File: config.mk
export PLATFORM = sky130hd
export DESIGN_NAME = bfrt_cell
export DESIGN_NICKNAME = d
export VERILOG_FILES = /design/src/design/bfrt_pkg.sv /design/src/design/bfrt_cell.sv
export SDC_FILE = /design/constraint.sdc
export NUM_CORES = 1
export LEC_CHECK = 0
export BUFFER_PORTS_ARGS = -buffer_cell sky130_fd_sc_hd__buf_2
export CAP_MARGIN = 20
export CORE_ASPECT_RATIO = 1.75
export CORE_MARGIN = 4
export CORE_UTILIZATION = 42
export CTS_CLUSTER_SIZE = 10
export DETAILED_ROUTE_END_ITERATION = 10
export PLACE_DENSITY = 0.77
export SLEW_MARGIN = 10
export SYNTH_ARGS = -nofsm -noshare
export SYNTH_HDL_FRONTEND = slang
export SYNTH_SLANG_ARGS = --single-unit
File: constraint.sdc
create_clock -name i_clk -period 2.68 [get_ports i_clk]
set_input_delay 0.536 -clock i_clk [delete_from_list [all_inputs] [get_ports i_clk]]
set_output_delay 0.536 -clock i_clk [all_outputs]
set_load 0.03 [all_outputs]
File: src/design/bfrt_pkg.sv
`timescale 1ns / 1ps
// ----------------------------------------------------------------------------
// bfrt_pkg: shared types and constants of the best-fit run table
// Key layout, status and command codes, and the control bundle that the
// top level broadcasts to every cell of the sorted chain.
// ----------------------------------------------------------------------------
package bfrt_pkg;

    localparam int TABLE_ENTRIES_DEF = 64;
    localparam int FIELD_W           = 16;
    localparam int KEY_W             = 4 * FIELD_W;
    localparam int STATUS_W          = 2;

    // Command codes.
    localparam logic CMD_PUT = 1'b0;
    localparam logic CMD_GET = 1'b1;

    // Status codes.
    localparam logic [STATUS_W-1:0] ST_OK    = 2'd0;
    localparam logic [STATUS_W-1:0] ST_NOMEM = 2'd1;
    localparam logic [STATUS_W-1:0] ST_FULL  = 2'd2;
    localparam logic [STATUS_W-1:0] ST_DUP   = 2'd3;

    typedef logic [KEY_W-1:0] t_key;

    // Broadcast to all cells. compare loads the per-cell flags; commit
    // applies an insert (put) or a removal (get) using those flags.
    typedef struct packed {
        logic compare;
        logic is_get;
        logic commit;
        t_key key;
    } t_cell_ctrl;

endpackage

File: src/design/bfrt_cell.sv
`timescale 1ns / 1ps
// ----------------------------------------------------------------------------
// bfrt_cell: one slot of the sorted descriptor chain
// Holds one key and its valid bit, compares against the broadcast key and
// shifts toward either neighbor on an insert or a removal.
// ----------------------------------------------------------------------------
module bfrt_cell (
    input  logic                i_clk,
    input  logic                i_rst_n,
    input  bfrt_pkg::t_cell_ctrl i_ctrl,
    input  logic                i_left_flag,
    input  logic                i_left_valid,
    input  bfrt_pkg::t_key      i_left_key,
    input  logic                i_right_valid,
    input  bfrt_pkg::t_key      i_right_key,
    output logic                o_valid,
    output bfrt_pkg::t_key      o_key,
    output logic                o_flag,
    output logic                o_eq
);
    import bfrt_pkg::*;

    logic r_valid;
    t_key r_key;
    logic r_flag;
    logic r_eq;

    logic n_flag;
    logic n_eq;

    always_comb begin
        if (i_ctrl.is_get) begin
            // Entry satisfies the request bound.
            n_flag = r_valid && (r_key >= i_ctrl.key);
        end else begin
            // Entry sits at or after the insert position.
            n_flag = !r_valid || (r_key > i_ctrl.key);
        end
        n_eq = r_valid && (r_key == i_ctrl.key);
    end

    always_ff @(posedge i_clk) begin
        if (!i_rst_n) begin
            r_valid <= 1'b0;
            r_flag  <= 1'b0;
            r_eq    <= 1'b0;
        end else begin
            if (i_ctrl.compare) begin
                r_flag <= n_flag;
                r_eq   <= n_eq;
            end
            if (i_ctrl.commit && r_flag) begin
                if (i_ctrl.is_get) begin
                    r_valid <= i_right_valid;
                end else if (i_left_flag) begin
                    r_valid <= i_left_valid;
                end else begin
                    r_valid <= 1'b1;
                end
            end
        end
    end

    always_ff @(posedge i_clk) begin
        if (i_ctrl.commit && r_flag) begin
            if (i_ctrl.is_get) begin
                r_key <= i_right_key;
            end else if (i_left_flag) begin
                r_key <= i_left_key;
            end else begin
                r_key <= i_ctrl.key;
            end
        end
    end

    assign o_valid = r_valid;
    assign o_key   = r_key;
    assign o_flag  = r_flag;
    assign o_eq    = r_eq;

endmodule

==> metrics.md, run 1 <==
| Metric | Value |
|---|---|
| Status | `finished clean` |
| CTS H-Tree Depth | `3` |
| Required @ worst endpoint | `2890 ps` |
| Synth Area in Adders | `0.161` |
| Max stage delay on crit path | `500 ps` |
| Origin of the worst min-delay path | `i_rst_n` |
| Fin. Hold Viols | `0` |
| Final instance area | `0.00686 mm²` |
| Critical-path cell list | `ha_1 -> nand4_4 -> or4_4 -> or3_4 -> or4_1 -> a31o_1 -> o311a_1` |
| Max transition margin | `0.608` |
| Synth Flop Type | `edfxtp_1` |
| TritonCTS buffer count | `9` |
| Syn. warnings | `0` |
| Internal Power | `2.06 mW` |
| Hold Crit Endpoint | `o_flag$_SDFFE_PN0P_` |
| Peak Freq | `0.386 GHz` |
| Starting density of the core | `0.430` |
| First-pass GRT wire length | `23,800 µm` |
| Synth Instances | `525` |
| Core ar. | `0.0116 mm²` |
| Post-synthesis sequential area ratio | `0.398` |
| Remaining DRCs | `0` |
| Average cell area after synthesis | `9.49 µm²` |
| CP endpoint kind | `flip-flop` |
| Share of layout cells above drive strength 1 | `0.374` |
| First-pass DRT Iterations | `4` |
| RR Endpoint | `o_flag$_SDFFE_PN0P_` |
| Cell row count | `52` |
| Comb power frac | `0.205` |
| DIE HEIGHT | `152 µm` |
| Fill cell count | `1,061` |
| Setup Buffers After CTS | `0` |
| DRT antenna net count | `0` |
| GRT overflow | `0` |
| Setup Skew | `7.94 ps` |
| Endpoints failing setup | `0` |
| Min Tclk post-route | `2590 ps` |
| Worst Hold Depth | `2` |
| Post-Syn Area | `0.00498 mm²` |
| Placement Cell Area | `0.00659 mm²` |
| Clock power share | `0.368` |
| CP Data Arrival Time | `2800 ps` |
| WP depth | `7` |
| Dpl hpwl | `12,500 µm` |
| Psw | `0.725 mW` |
| Reg area | `0.00198 mm²` |
| Post-DR wirelength/cell | `16.1 µm` |
| Global Route Usage Sum | `0.217` |
| Root Buffer | `clkbuf_16` |
| CTS Buffer Depth | `2` |
| Simple-gate area share of the yosys netlist | `0.122` |
| Worst-Skew Late Latency | `320 ps` |
| Yosys cell types | `38` |
| Max Cap Viol | `0` |
| Final period util | `0.967` |
| Startpoint types | `flip-flop` |
| Part of the power in registers | `0.427` |
| Fin nets | `1,058` |
| P&R area growth vs syn | `37.6%` |
| Bufs and invs on worst path | `0` |
| Worst-path clk slew | `60 ps` |
| Pins Over Slew Limit | `0` |
| Asr flop ratio synth | `0` |
| Post-synth EDFFs | `64` |
| Hold/Removal Path Class | `in -> reg` |
| Syn_nets | `789` |
| Die W | `90.4 µm` |
| Placer Congestion | `0.828` |
| Post-synthesis mux area share | `0.131` |
| Number of buffers added on ports | `266` |
| I/O pins | `267` |
| Reg2Reg Depth | `7` |
| Vias/cell | `5.14` |
| Worst path slowest cell | `or4_1` |
| Largest net degree at the start of global routing | `75` |
| WS Path Type | `reg -> reg` |
| Vias in the first global route | `4,946` |
| R2r setup slk | `90 ps` |
| Seq cells post-synth | `67` |
| Final setup TNS | `0 ps` |
| Worst slew pin tran | `587 ps` |
| Initial antenna violation count | `2` |
| Area fraction in compound gates after synthesis | `0.125` |
| Leakage | `3.52 nW` |
| Overall power | `2.78 mW` |
| Routed WL | `15,000 µm` |
| CTS tree | `yes` |
| Largest family of logic cells by synthesized area | `adder cells` |
| RSZ-0062 raised after global routing | `no` |
| Worst r2r src | `o_key[15]$_DFFE_PP_` |
| Crit path max-delay family | `simple AND/OR/NAND/NOR gates` |
| Hold buffer count at cts | `0` |
| Post-CTS sizing | `0` |
| Iter 0 DRT Violations | `215` |
| Fin util | `0.592` |
| Worst-path maximum fanout | `2` |
| Vias | `4,797` |
| Clk sink count | `67` |
| XOR/XNOR share of the synthesized area | `0` |
| Multi-input gate area | `0.00274 mm²` |
| Peak VDD IR | `0.285 mV` |
| PwrDens | `406 mW/mm²` |
| Die area | `0.0137 mm²` |
| Switching fraction of total power | `0.260` |
| Worst Setup SP | `o_key[15]$_DFFE_PP_` |
==> power by group through the flow <==
stage          logic [mW]  registers [mW]  clock network (mW)
3_5_place_dp        0.572            1.21                   0
2_1_floorplan       0.284            1.24                   0
3_3_place_gp        0.558            1.21                   0
4_1_cts             0.574            1.19                1.05
5_1_grt             0.649            1.19                1.09
6_report            0.570            1.19                1.02
==> layout make-up <==
| type | instances | area share |
|---|---|---|
| antenna | 2 | 0.000730 |
| clock buffer | 10 | 0.0334 |
| clock inverter | 4 | 0.00292 |
| inverter | 65 | 0.0356 |
| multi-input combinational | 372 | 0.399 |
| sequential | 67 | 0.289 |
| tap | 135 | 0.0246 |
| timing repair buffer | 279 | 0.215 |
==> metal layers <==
| layer | share of wire | routed length (µm) | vias to the layer above | track usage |
|---|---|---|---|---|
| li1 | - | - | 2419 | - |
| met1 | 0.37 | 5530 | 2172 | 0.227 |
| met2 | 0.54 | 8100 | 168 | 0.404 |
| met3 | 0.055 | 824 | 38 | 0.0401 |
| met4 | 0.038 | 567 | 0 | 0.115 |
| met5 | 0 | 0 | - | 0 |
==> layout by cell type (no fill, tap or decap), types with 4 or more instances in the layout <==
cell / instances
nor2_1: 4
nand2_1: 84
buf_4: 12
a21oi_1: 22
nand3_1: 7
nor2b_1: 4
o21ai_1: 62
inv_1: 65
clkbuf_16: 9
ha_1: 61
o21ai_0: 12
nand4_1: 9
buf_2: 264
nand2b_1: 4
edfxtp_1: 64
a221oi_1: 5
mux2i_1: 65
==> Yosys cell counts (4+ instances only) <==
cell	count	area [µm²]
nand3_1	7	35.0
a21oi_1	22	110
inv_1	65	244
nand2b_1	4	25.0
clkbuf_1	19	71.3
nor2_1	4	15.0
nand4_1	9	56.3
mux2i_1	65	651
ha_1	64	801
nand2_1	84	315
a221oi_1	5	43.8
o21ai_1	62	310
nor2b_1	4	25.0
o21ai_0	12	60.1
edfxtp_1	64	1920
==> cells by family after synthesis <==
group           count (synthesis)
flops                          67
compound gates                113
mux                            65
fa+ha+maj                      64
buf+inv                        86
simple gates                  130
==> worst max-delay path by stage <==
stage | to | slack (ps)
floorplan | o_flag$_SDFFE_PN0P_ | -6
global placement | o_flag$_SDFFE_PN0P_ | -190
detailed placement | o_flag$_SDFFE_PN0P_ | -210
CTS | o_flag$_SDFFE_PN0P_ | 40
global route | o_flag$_SDFFE_PN0P_ | 20
finish | o_flag$_SDFFE_PN0P_ | 90
==> per-stage QoR <==
stage / setup WS [ps] / cells / hold slack (ps)
6_report: 87.8 / 934 / 490
5_1_grt: 18.4 / 934 / 489
4_1_cts: 38.6 / 932 / 468
3_5_place_dp: -214 / 918 / 508
3_3_place_gp: -190 / 918 / 495
2_1_floorplan: -5.54 / 525 / 627
==> state kept, by name (all words and copies together), names as in the netlist <==
signal / count
o_eq: 1
o_key: 64
o_flag: 1
o_valid: 1
(Power assumes the default switching activity.)
==> run 2: changes to the inputs <==
--- a/config.mk
+++ b/config.mk
@@ -9,10 +9,11 @@
 export CAP_MARGIN = 20
 export CORE_ASPECT_RATIO = 1.75
 export CORE_MARGIN = 4
-export CORE_UTILIZATION = 42
+export CORE_UTILIZATION = 46
 export CTS_CLUSTER_SIZE = 10
 export DETAILED_ROUTE_END_ITERATION = 10
-export PLACE_DENSITY = 0.77
+export PLACE_DENSITY = 0.8
+export SKIP_CTS_REPAIR_TIMING = 1
 export SLEW_MARGIN = 10
 export SYNTH_ARGS = -nofsm -noshare
 export SYNTH_HDL_FRONTEND = slang
==> constraint.sdc (replaced) <==
create_clock -name i_clk -period 2.4 [get_ports i_clk]
set_input_delay 0.48 -clock i_clk [delete_from_list [all_inputs] [get_ports i_clk]]
set_output_delay 0.48 -clock i_clk [all_outputs]
set_load 0.03 [all_outputs]
==> run 2 against run 1 <==
Net effect: the flow now finishes with violations (setup timing); via count rose by 4.5%; global-route usage rose by 2.4 points; clock power rose by 13%; die area fell by 8.1%; register-to-register slack got worse by 330 ps; final cell count rose by 1.4%; critical endpoint unchanged; largest cell class unchanged; largest power group unchanged.
==> metrics.md, run 2 (synthesis results as in run 1) <==
| Metric | Value |
|---|---|
| Psw | `0.830 mW (was 0.725 mW)` |
| Worst path slowest cell | `or4_1 (unchanged)` |
| Worst-path clk slew | `50 ps (was 60 ps)` |
| Die area | `0.0126 mm² (was 0.0137 mm²)` |
| Vias in the first global route | `5,273 (was 4,946)` |
| Internal Power | `2.32 mW (was 2.06 mW)` |
| GRT overflow | `0 (unchanged)` |
| DIE HEIGHT | `146 µm (was 152 µm)` |
| Fin cells | `947 (was 934)` |
| Vias | `5,015 (was 4,797)` |
| Post-DR wirelength/cell | `16.5 µm (was 16.1 µm)` |
| Leakage | `3.63 nW (was 3.52 nW)` |
| Crit path max-delay family | `simple AND/OR/NAND/NOR gates (unchanged)` |
| P&R area growth vs syn | `41.6% (was 37.6%)` |
| Placed insts | `929 (was 918)` |
| Pre-CTS setup slack | `-475 ps (was -214 ps)` |
| Final instance area | `0.00706 mm² (was 0.00686 mm²)` |
| Bufs and invs on worst path | `0 (unchanged)` |
| Fill cell count | `871 (was 1,061)` |
| DRT antenna net count | `0 (unchanged)` |
| PwrDens | `446 mW/mm² (was 406 mW/mm²)` |
| Violated checks | `setup timing` |
| Share of layout cells above drive strength 1 | `0.397 (was 0.374)` |
| Iter 0 DRT Violations | `151 (was 215)` |
| Most frequent cells in the layout | `264 x buf_2, 84 x nand2_1, 65 x inv_1, 65 x mux2i_1, 64 x edfxtp_1 (unchanged)` |
| CTS Buffer Depth | `2 (unchanged)` |
| Fin. Hold Viols | `0 (unchanged)` |
| Initial antenna violation count | `0 (was 2)` |
| Critical-path cell list | `ha_4 -> nand4_4 -> or4_4 -> or3_4 -> or4_1 -> a31o_1 -> o311a_1 (was ha_1 -> nand4_4 -> or4_4 -> or3_4 -> or4_1 -> a31o_1 -> o311a_1)` |
| Part of the power in registers | `0.421 (was 0.427)` |
| Max stage delay on crit path | `510 ps (was 500 ps)` |
| First-pass DRT Iterations | `5 (was 4)` |
| Peak VDD IR | `0.361 mV (was 0.285 mV)` |
| Antenna fix cells | `0 (was 2)` |
| Worst-Skew Late Latency | `340 ps (was 320 ps)` |
| TritonCTS buffer count | `9 (unchanged)` |
| Max reg flops | `64 (unchanged)` |
| Fin nets | `1,078 (was 1,058)` |
| Placement Cell Area | `0.00671 mm² (was 0.00659 mm²)` |
| Comb power frac | `0.213 (was 0.205)` |
| Endpoints failing setup | `1 (was 0)` |
| Required @ worst endpoint | `2620 ps (was 2890 ps)` |
| Min Tclk post-route | `2640 ps (was 2590 ps)` |
| Clk sink count | `67 (unchanged)` |
| CP endpoint kind | `flip-flop (unchanged)` |
| Routed WL | `15,600 µm (was 15,000 µm)` |
| Remaining DRCs | `0 (unchanged)` |
| Max Cap Viol | `0 (unchanged)` |
| Placer Congestion | `0.920 (was 0.828)` |
| CTS tree | `yes (unchanged)` |
| Clock power share | `0.366 (was 0.368)` |
| Worst Hold Slack | `414 ps (was 490 ps)` |
| Setup Skew | `6.82 ps (was 7.94 ps)` |
| Startpoint types | `flip-flop (unchanged)` |
| Largest net degree at the start of global routing | `131 (was 75)` |
| Core ar. | `0.0106 mm² (was 0.0116 mm²)` |
| PnR worst setup slack | `-242 ps (was 87.8 ps)` |
| Vias/cell | `5.30 (was 5.14)` |
| Most common library cell in the layout ignoring fill and taps | `buf_2 (unchanged)` |
| CP Data Arrival Time | `2860 ps (was 2800 ps)` |
| RSZ-0062 raised after global routing | `yes (was no)` |
| Final period util | `1.10 (was 0.967)` |
| Hold/Removal Path Class | `in -> reg (unchanged)` |
| Max transition margin | `0.560 (was 0.608)` |
| Overall power | `3.15 mW (was 2.78 mW)` |
| CTS H-Tree Depth | `3 (unchanged)` |
| Cell row count | `50 (was 52)` |
| Pins Over Slew Limit | `0 (unchanged)` |
| I/O pins | `267 (unchanged)` |
| First-pass GRT wire length | `23,900 µm (was 23,800 µm)` |
| Number of buffers added on ports | `266 (unchanged)` |
| Peak Freq | `0.378 GHz (was 0.386 GHz)` |
| Worst slew pin tran | `660 ps (was 587 ps)` |
| Dpl hpwl | `12,500 µm (about the same)` |
| WS Path Type | `reg -> reg (unchanged)` |
| Global Route Usage Sum | `0.241 (was 0.217)` |
| Starting density of the core | `0.469 (was 0.430)` |
| Worst-path maximum fanout | `3 (was 2)` |
| Status | `complete, but fails checks (was finished clean)` |
| Switching fraction of total power | `0.264 (was 0.260)` |
| Root Buffer | `clkbuf_16 (unchanged)` |
| Die W | `86.7 µm (was 90.4 µm)` |
==> run 2: cell count changes in the layout (fill, tap and decap cells not counted) <==
cell / previous run / this run
buf_12: 3 / 4
clkinv_1: 2 / 0
ha_1: 61 / 57
buf_4: 12 / 31
and2_4: 1 / 0
clkinv_2: 1 / 4
clkinvlp_4: 1 / 0
ha_4: 3 / 7
diode_2: 2 / 0
and2_2: 0 / 1
==> run 2: worst paths after layout <==
kind,start,depth (start not counted),endpoint,slack (ps)
worst max-delay path,o_key[15]$_DFFE_PP_,7,o_flag$_SDFFE_PN0P_,-240
worst min register to register,o_eq$_SDFFE_PN0P_,2,o_eq$_SDFFE_PN0P_,530
worst min-delay path,i_rst_n,2,o_flag$_SDFFE_PN0P_,410
worst max register to register,o_key[15]$_DFFE_PP_,7,o_flag$_SDFFE_PN0P_,-240
==> run 2: layout make-up <==
cell class                      count  area [µm²]  area share
Multi-Input combinational cell    372        2790       0.395
Sequential cell                    67        1980       0.281
Timing Repair Buffer              299        1630       0.232
Inverter                           65         244      0.0346
Clock buffer                       10         229      0.0324
Tap cell                          130         163      0.0230
Clock inverter                      4        20.0     0.00284
==> run 2: power groups by stage <==
stage | clock network (mW) | logic (mW) | registers [mW]
detailed placement | 0 | 0.658 | 1.35
CTS | 1.17 | 0.663 | 1.33
global placement | 0 | 0.630 | 1.35
finish | 1.15 | 0.671 | 1.33
global route | 1.23 | 0.751 | 1.33
floorplan | 0 | 0.317 | 1.38
==> run 2: per-layer routing <==
layer / vias to the layer above / track usage / wire length, µm / share of wire
met5: - / 0 / 0 / 0
met4: 0 / 0.129 / 695 / 0.044
met1: 2289 / 0.248 / 5570 / 0.36
met3: 52 / 0.0516 / 1020 / 0.065
met2: 213 / 0.440 / 8340 / 0.53
li1: 2461 / - / - / -
==> run 2: per-stage QoR <==
step / TNS, ps / util
final: -242 / 0.664
after global routing: -273 / 0.664
after CTS: -305 / 0.654
after detailed placement: -475 / 0.631
after global placement: -406 / 0.631
after floorplan: -286 / -
==> run 3: changes to the inputs <==
--- a/config.mk
+++ b/config.mk
@@ -5,14 +5,17 @@
 export SDC_FILE = /design/constraint.sdc
 export NUM_CORES = 1
 export LEC_CHECK = 0
+export ABC_CLOCK_PERIOD_IN_PS = 2400
 export BUFFER_PORTS_ARGS = -buffer_cell sky130_fd_sc_hd__buf_2
 export CAP_MARGIN = 20
+export CELL_PAD_IN_SITES_DETAIL_PLACEMENT = 1
+export CELL_PAD_IN_SITES_GLOBAL_PLACEMENT = 2
 export CORE_ASPECT_RATIO = 1.75
 export CORE_MARGIN = 4
-export CORE_UTILIZATION = 46
+export CORE_UTILIZATION = 25
 export CTS_CLUSTER_SIZE = 10
 export DETAILED_ROUTE_END_ITERATION = 10
-export PLACE_DENSITY = 0.8
+export PLACE_DENSITY = 0.78
 export SKIP_CTS_REPAIR_TIMING = 1
 export SLEW_MARGIN = 10
 export SYNTH_ARGS = -nofsm -noshare
==> run 3 against run 2 <==
Net effect: the run still ends with setup timing left; die area is 77% higher; non-clock buffer count grew 7; largest power group unchanged; critical path depth stayed put; design area grew 3.4%; combinational power grew 1%; final cell count is 14% higher; critical endpoint unchanged; flip-flop and latch count did not move; sequential power barely moved.
==> metrics.md, run 3 (synthesis results as in run 1) <==
| Metric | Value |
|---|---|
| Max transition margin | `0.658 (was 0.560)` |
| Iter 0 DRT Violations | `78 (was 151)` |
| Min Tclk post-route | `2520 ps (was 2640 ps)` |
| P&R area growth vs syn | `46.4% (was 41.6%)` |
| Core ar. | `0.0197 mm² (was 0.0106 mm²)` |
| Pins Over Slew Limit | `0 (unchanged)` |
| Global Route Usage Sum | `0.162 (was 0.241)` |
| Placer Congestion | `0.777 (was 0.920)` |
| Worst slew pin tran | `514 ps (was 660 ps)` |
| Worst-path clk slew | `60 ps (was 50 ps)` |
| Most common library cell in the layout ignoring fill and taps | `buf_2 (unchanged)` |
| WS Path Type | `reg -> reg (unchanged)` |
| Worst-Skew Late Latency | `340 ps (about the same)` |
| Clk sink count | `67 (unchanged)` |
| Most frequent cells in the layout | `264 x buf_2, 84 x nand2_1, 65 x inv_1, 65 x mux2i_1, 64 x edfxtp_1 (unchanged)` |
| CTS tree | `yes (unchanged)` |
| Worst r2r src | `o_key[15]$_DFFE_PP_ (unchanged)` |
| Root Buffer | `clkbuf_16 (unchanged)` |
| GRT overflow | `0 (unchanged)` |
| Overall power | `3.24 mW (was 3.15 mW)` |
| Status | `complete, but fails checks (unchanged)` |
| Vias/cell | `4.56 (was 5.30)` |
| Post-DR wirelength/cell | `17.2 µm (was 16.5 µm)` |
| DRT antenna net count | `0 (unchanged)` |
| Endpoints failing setup | `1 (unchanged)` |
| Violated checks | `setup timing (unchanged)` |
| CTS H-Tree Depth | `3 (unchanged)` |
| PwrDens | `444 mW/mm² (was 446 mW/mm²)` |
| CTS Buffer Depth | `2 (unchanged)` |
| Fin. Hold Viols | `0 (unchanged)` |
| Die area | `0.0224 mm² (was 0.0126 mm²)` |
| DIE HEIGHT | `195 µm (was 146 µm)` |
| Number of buffers added on ports | `266 (unchanged)` |
| First-pass GRT wire length | `27,900 µm (was 23,900 µm)` |
| Origin of the worst min-delay path | `i_rst_n (unchanged)` |
| Clock power share | `0.381 (was 0.366)` |
| PnR worst setup slack | `-116 ps (was -242 ps)` |
| Die W | `115 µm (was 86.7 µm)` |
| Peak VDD IR | `0.272 mV (was 0.361 mV)` |
| Vias | `4,906 (was 5,015)` |
| Critical-path cell list | `ha_4 -> nand4_4 -> or4_4 -> or3_4 -> or4_1 -> a31o_1 -> o311a_1 (unchanged)` |
| Fin util | `0.371 (was 0.664)` |
| Largest net degree at the start of global routing | `66 (was 131)` |
| Vias in the first global route | `5,459 (was 5,273)` |
| First-pass DRT Iterations | `4 (was 5)` |
| RSZ-0062 raised after global routing | `yes (unchanged)` |
| Max stage delay on crit path | `500 ps (was 510 ps)` |
| Placement Cell Area | `0.00690 mm² (was 0.00671 mm²)` |
| Leakage | `3.66 nW (was 3.63 nW)` |
| Worst path slowest cell | `or4_4 (was or4_1)` |
| Max reg flops | `64 (unchanged)` |
| Routed WL | `18,500 µm (was 15,600 µm)` |
| Hold/Removal Path Class | `in -> reg (unchanged)` |
| Dpl hpwl | `15,200 µm (was 12,500 µm)` |
| Pre-CTS setup slack | `-487 ps (was -475 ps)` |
| Max Cap Viol | `0 (unchanged)` |
| Final period util | `1.05 (was 1.10)` |
| Initial antenna violation count | `4 (was 0)` |
| Final setup TNS | `-116 ps (was -242 ps)` |
| TritonCTS buffer count | `9 (unchanged)` |
| Worst Setup SP | `o_key[15]$_DFFE_PP_ (unchanged)` |
| Share of layout cells above drive strength 1 | `0.402 (was 0.397)` |
| Psw | `0.863 mW (was 0.830 mW)` |
| Starting density of the core | `0.254 (was 0.469)` |
| Cell row count | `68 (was 50)` |
| Worst-path maximum fanout | `3 (unchanged)` |
| Setup Skew | `6.54 ps (was 6.82 ps)` |
| Internal Power | `2.38 mW (was 2.32 mW)` |
| Required @ worst endpoint | `2630 ps (was 2620 ps)` |
| Remaining DRCs | `0 (unchanged)` |
| CP endpoint kind | `flip-flop (unchanged)` |
| CP Data Arrival Time | `2740 ps (was 2860 ps)` |
| Fin nets | `1,085 (was 1,078)` |
| Switching fraction of total power | `0.266 (was 0.264)` |
| I/O pins | `267 (unchanged)` |
| Startpoint types | `flip-flop (unchanged)` |
| Comb power frac | `0.210 (was 0.213)` |
| Peak Freq | `0.397 GHz (was 0.378 GHz)` |
| Final instance area | `0.00730 mm² (was 0.00706 mm²)` |
| Part of the power in registers | `0.409 (was 0.421)` |
run 3: cell types whose count changed in the layout (fill, tap and decap cells not counted), sizes merged:
| cell | delta |
|---|---|
| clkinv | -4 |
| buf | +7 |
| diode | +4 |
| clkbuf | +6 |
run 3: power groups by stage:
| stage | clock network [mW] | logic (mW) | registers [mW] |
|---|---|---|---|
| 2_1_floorplan | 0 | 0.317 | 1.38 |
| 3_5_place_dp | 0 | 0.681 | 1.35 |
| 4_1_cts | 1.29 | 0.684 | 1.33 |
| 5_1_grt | 1.33 | 0.773 | 1.33 |
| 6_report | 1.23 | 0.681 | 1.33 |
| 3_3_place_gp | 0 | 0.668 | 1.35 |
run 3: final timing paths:
| check | cells after the start | endpoint | slack (ps) |
|---|---|---|---|
| worst max-delay path | 7 | o_flag$_SDFFE_PN0P_ | -120 |
| worst min-delay path | 2 | o_eq$_SDFFE_PN0P_ | 400 |
| worst max register to register | 7 | o_flag$_SDFFE_PN0P_ | -120 |
| worst min register to register | 2 | o_eq$_SDFFE_PN0P_ | 510 |
run 3: through the flow:
| stage | hold WS [ps] | instances |
|---|---|---|
| after floorplan | 608 | 525 |
| after global placement | 495 | 1051 |
| after detailed placement | 511 | 1051 |
| after CTS | 388 | 1067 |
| after global routing | 413 | 1075 |
| final | 403 | 1075 |
run 3: final cells by class:
cell class | count | area [µm²]
antenna | 4 | 10.0
clock buffer | 16 | 262
fill | 2360 | 12400
inverter | 65 | 244
multi-input combinational | 372 | 2820
sequential | 67 | 1980
tap | 245 | 307
timing repair buffer | 306 | 1670
run 3: critical path: cells and delay by family (launching register included):
kind / cells / cell delay, ps
flops: 1 / 450
fa+ha+maj: 1 / 320
simple gates: 4 / 1330
compound gates: 2 / 310
run 3: metal layers:
layer,vias up,wire [µm],share of wire,global-route usage
met5,-,0,0,0
met2,142,10700,0.58,0.323
li1,2475,-,-,-
met3,22,853,0.046,0.0259
met1,2267,6490,0.35,0.159
met4,0,434,0.024,0.0679
